## src/rtl/ifla_pkg.sv

```systemverilog
package ifla_pkg;

   // Field widths
   localparam int WORD_W = 13;
   localparam int OFF_W  = 12;
   localparam int LEN_W  = 12;
   localparam int ACT_W  = 2;
   localparam int ST_W   = 2;

   // Heap geometry defaults
   localparam int HEAP_WORDS_DEF = 1024;
   localparam logic [OFF_W-1:0] HEAP_BYTES_RESET = 12'd4084;

   // Config port
   localparam int CSR_ADDR_W = 3;
   localparam int CSR_DATA_W = 32;
   localparam logic [0:0] REG_HEAP_BYTES = 1'b0;

   // Actions
   localparam logic [ACT_W-1:0] ACT_FORMAT   = 2'd0;
   localparam logic [ACT_W-1:0] ACT_ALLOC    = 2'd1;
   localparam logic [ACT_W-1:0] ACT_FREE     = 2'd2;
   localparam logic [ACT_W-1:0] ACT_COALESCE = 2'd3;

   // Result status
   localparam logic [ST_W-1:0] ST_OK           = 2'd0;
   localparam logic [ST_W-1:0] ST_NO_FIT       = 2'd1;
   localparam logic [ST_W-1:0] ST_ALREADY_FREE = 2'd2;
   localparam logic [ST_W-1:0] ST_SENTINEL     = 2'd3;

   // Header word that closes the list
   localparam logic [WORD_W-1:0] SENTINEL_WORD = 13'd1;

   // Finished result handed from the engine to the output register
   typedef struct packed {
      logic             valid;
      logic [OFF_W-1:0] payload_offset;
      logic [ST_W-1:0]  status;
   } res_type;

   // Round (v + 4) up to a multiple of 8
   function automatic logic [WORD_W-1:0] round8_plus4(input logic [OFF_W-1:0] v);
      logic [WORD_W-1:0] sum;
      sum = {1'b0, v} + 13'd11;
      return {sum[WORD_W-1:3], 3'b000};
   endfunction

endpackage

```

## src/rtl/ifla_csr.sv

```systemverilog
module ifla_csr (
   input  logic                            clock,
   input  logic                            reset,
   input  logic                            csr_psel,
   input  logic                            csr_penable,
   input  logic                            csr_pwrite,
   input  logic [ifla_pkg::CSR_ADDR_W-1:0] csr_paddr,
   input  logic [ifla_pkg::CSR_DATA_W-1:0] csr_pwdata,
   output logic [ifla_pkg::CSR_DATA_W-1:0] csr_prdata,
   output logic                            csr_pready,
   output logic [ifla_pkg::OFF_W-1:0]      heap_bytes
);

   logic [ifla_pkg::OFF_W-1:0] heap_bytes_ff;
   logic [ifla_pkg::OFF_W-1:0] heap_bytes_in;
   logic                       hit;

   assign hit = (csr_paddr[2] == ifla_pkg::REG_HEAP_BYTES);

   // Write on the access phase
   always_comb begin
      heap_bytes_in = heap_bytes_ff;
      if (csr_psel && csr_penable && csr_pwrite && hit) begin
         heap_bytes_in = csr_pwdata[ifla_pkg::OFF_W-1:0];
      end
   end

   always_ff @(posedge clock) begin
      if (reset) begin
         heap_bytes_ff <= ifla_pkg::HEAP_BYTES_RESET;
      end else begin
         heap_bytes_ff <= heap_bytes_in;
      end
   end

   // Read back
   assign csr_prdata = hit ? {{(ifla_pkg::CSR_DATA_W - ifla_pkg::OFF_W){1'b0}}, heap_bytes_ff}
                           : '0;
   assign csr_pready = 1'b1;
   assign heap_bytes = heap_bytes_ff;

endmodule

```

## config.mk

```make
export PLATFORM = sky130hd
export DESIGN_NAME = ifla_csr
export DESIGN_NICKNAME = d
export VERILOG_FILES = /design/src/rtl/ifla_pkg.sv /design/src/rtl/ifla_csr.sv
export SDC_FILE = /design/constraint.sdc
export NUM_CORES = 1
export LEC_CHECK = 0
export BUFFER_PORTS_ARGS = -buffer_cell sky130_fd_sc_hd__buf_2
export CAP_MARGIN = 10
export CORE_MARGIN = 4
export CORE_UTILIZATION = 33
export CTS_CLUSTER_SIZE = 24
export DETAILED_ROUTE_END_ITERATION = 7
export PLACE_DENSITY = 0.75
export SYNTH_ARGS = -nofsm -noshare
export SYNTH_HDL_FRONTEND = slang
export SYNTH_SLANG_ARGS = --single-unit
export TNS_END_PERCENT = 5
```

## constraint.sdc

```tcl
create_clock -name clock -period 0.96 [get_ports clock]
set_input_delay 0.096 -clock clock [delete_from_list [all_inputs] [get_ports clock]]
set_output_delay 0.096 -clock clock [all_outputs]
set_load 0.1 [all_outputs]
```

# After elaboration in Yosys (flattened, before gate mapping)
# Cells that the tools add are included.
[totals]
word_cells = 6
in_bits = 40
output_inout_bits = 45
ff_bits = 12
[op_classes]
n_bitwise = 1
muxes = 1
n_reduce_logical = 3
[op_table]
columns = ["op", "n"]
rows = [
  ["$mux 12", 1],
  ["$logic_and 1x1->1", 3],
  ["$not 1->1", 1],
]

# Longest topological paths before layout
[logic_depth]
depth_word = 3
depth_mapped = 4
ltp_nobuf = 2

# Worst setup path after synthesis
# No wires, ideal clock.
[synth_path]
path_type = "register to output"
from = "reg heap_bytes_ff, in the netlist heap_bytes[0]"
to = "out csr_prdata[0] (netlist name)"
path_stages_with_launch = 2
required_ns = 0.864
path_slack_ns = -1.528
n_path_buf = 0
arrival_ns = 2.392
path_cell_list = "dfxtp_1 -> nor2b_1"
[synth_via]
elab_chain_len = 1
[synth_rtl]
columns = ["element", "line", "rtl"]
rows = [
  ["start, declared", "ifla_csr.sv:14", "logic [ifla_pkg::OFF_W-1:0] heap_bytes_ff;"],
  ["start signal, assigned", "ifla_csr.sv:30", "heap_bytes_ff <= ifla_pkg::HEAP_BYTES_RESET;"],
  ["start signal, assigned", "ifla_csr.sv:32", "heap_bytes_ff <= heap_bytes_in;"],
  ["$mux 12", "ifla_csr.sv:37", "assign csr_prdata = hit ? {{(ifla_pkg::CSR_DATA_W - ifla_pkg::OFF_W){1'b0}}, heap_bytes_ff}"],
  ["end, declared", "ifla_csr.sv:9", "output logic [ifla_pkg::CSR_DATA_W-1:0] csr_prdata,"],
]
# No other way between the ends.

# Worst setup path after layout
[layout_path]
from = "reg heap_bytes_ff, in the netlist heap_bytes[10]"
to = "out csr_prdata[10] (netlist name)"
# Same word-level chain as after synthesis.

==> out/results.tsv <==
metric	value	unit
status	complete, but fails checks	
failing checks	negative setup slack	
Tot Pwr	1.744	mW
critical-path cell list	nor2b_4 -> buf_12	
Buffers on Ports	41	
synthesis warning total	0	
Hold Crit Class	in -> reg	
WHS	82.64	ps
CP top delay family	flip-flops	
crit start category	flop	
Setup CP Type	reg -> out	
Die Y	56.09	µm
Worst setup EP type	output port	
Filler Cells Inserted	180	
Routed WL	2090	µm
Max VDD drop	0.6811	mV
die width	56.09	µm
DIE AREA	3146	µm²
clock-pin slew of the registers on the worst-case setup and hold paths	70	ps
# nets final	174	
Placed Instances	154	
TritonCTS clock tree	done	
Synth-to-Final Area Change	89.84	%
first-pass GRT wire length	3029	µm
Num CTS Buffers	3	
Worst setup startpoint	heap_bytes[10]	
Root Driver	clkbuf_4	
grt total ovfl	0	
clock buffer depth	2	
setup tns final	-1225	ps
Diodes inserted	0	
residual DRC count	0	
crit share post-route	111.5	%
Cell Area, Placed	1388	µm²
Finished Layout Cells	161	
sequential element share of the synthesized area	31.48	%
power per cell area	1204	nW/µm²
ANT nets after route	0	
Core Area	2212	µm²
critical path peak fanout	3	
cells after synthesis	89	
Final Hold Viols	0	
sum of buffers and inverters on the critical path	1	
Global Route Usage Sum	11.98	%
Distinct cells, synth	12	
Pre-Repair DR Iteration Count	2	
syn avg cell area	8.576	µm²
Max Cap Viol	0	
Worst R2R Start	heap_bytes[7]	
max reg flops	12	
Fmax	934.3	MHz
initial DRC count	12	
clk_skew	0	ps
RSZ-0062 raised after global routing	yes	
# rows	17	
Initial Util	34.50	%
Mapped Area	763.2	µm²
Worst Path Required	860	ps
Final Critical Period	1070	ps
drt wl/cell	12.98	µm
GPL Wtd Cong	0.7310	
Sink Count	12	
clk_lat worst skew	250	ps
reg-to-reg slack, setup	220	ps
Pins Over Slew Limit	0	
setup violators final	15	
layout cells sized above 1	55.64	%
vias in the first global route	629	
post-route design area	1449	µm²
PnR worst setup slack	-110.3	ps
register bit total from synthesis	12	
H-tree levels	1	
via/cell ratio	4.149	
initial antenna violation count	0	
CP arrival	970	ps
Final HPWL DP	1731	µm
Hold Path Origin	csr_pwdata[1]	
IO Count	85	
slowest stage delay, CP	360	ps
largest net degree at the start of global routing	25	
final core utilization	65.50	%
dpl ws	-64.10	ps
leakage power	0.6796	nW
via count	668	
critical path's slowest cell	dfxtp_4	
==> cell families after synthesis <==
group                  after synthesis  share of synthesized area (%)
and+or+nand+nor                     37                          25.57
buffers and inverters               26                          26.23
muxes                               12                          15.74
DFF                                 12                          31.48
other                                2                         0.9840
==> worst register-to-register path, stage by stage, from the launching register on <==
cell     delay, ps
dfxtp_4        350
buf_6          120
nor2_1         100
mux2i_1         70
==> cells in the mapped netlist <==
cell,instances,area (µm²)
buf_12,1,20.02
buf_4,21,157.7
nor2_1,18,67.56
and4b_1,1,10.01
nand2b_1,6,37.54
clkbuf_1,3,11.26
buf_6,1,11.26
and2b_2,2,17.52
nor2b_1,10,62.56
dfxtp_1,12,240.2
conb_1,2,7.510
mux2i_1,12,120.1
==> metal layers <==
metal | routed length (µm) | global-route usage, %
met2 | 1125 | 22.04
met5 | 0 | 0
met4 | 10 | 2.034
met1 | 711 | 12.86
met3 | 243 | 4.872
==> placed cells by master, fill, tap and decap left out, drive strengths merged <==
master	netlist	final
and4b	1	1
nor2b	10	10
clkinv	0	1
and2b	2	2
mux2i	12	12
buf	23	47
nand2b	6	6
clkbuf	3	3
dfxtp	12	12
nor2	18	18
conb	2	21
==> layout make-up <==
cell class	instances	area, µm²	share of cell area [%]
sequential	12	285.3	19.69
tap	28	35.03	2.418
clock buffer	3	22.52	1.554
multi-input combinational	70	471.7	32.56
clock inverter	1	3.754	0.2591
timing repair buffer	47	630.6	43.52
==> where the power goes <==
part / internal (mW) / switching (mW)
Sequential: 0.483 / 0.0136
Clock: 0.150 / 0.146
Combinational: 0.227 / 0.725
==> final timing paths <==
path | endpoint | cells past startpoint
setup / recovery | csr_prdata[10] | 2
hold / removal | heap_bytes[1] | 3
setup reg to reg | heap_bytes[7] | 3
hold reg to reg | heap_bytes[0] | 2
==> what timing repair did <==
action	4_1_cts	5_1_grt
gates resized for setup	1	3
endpoints found under the setup margin	12	12
setup buffers	0	3
pin swaps	0	0
hold buffers	0	0
(Power assumes the default switching activity.)
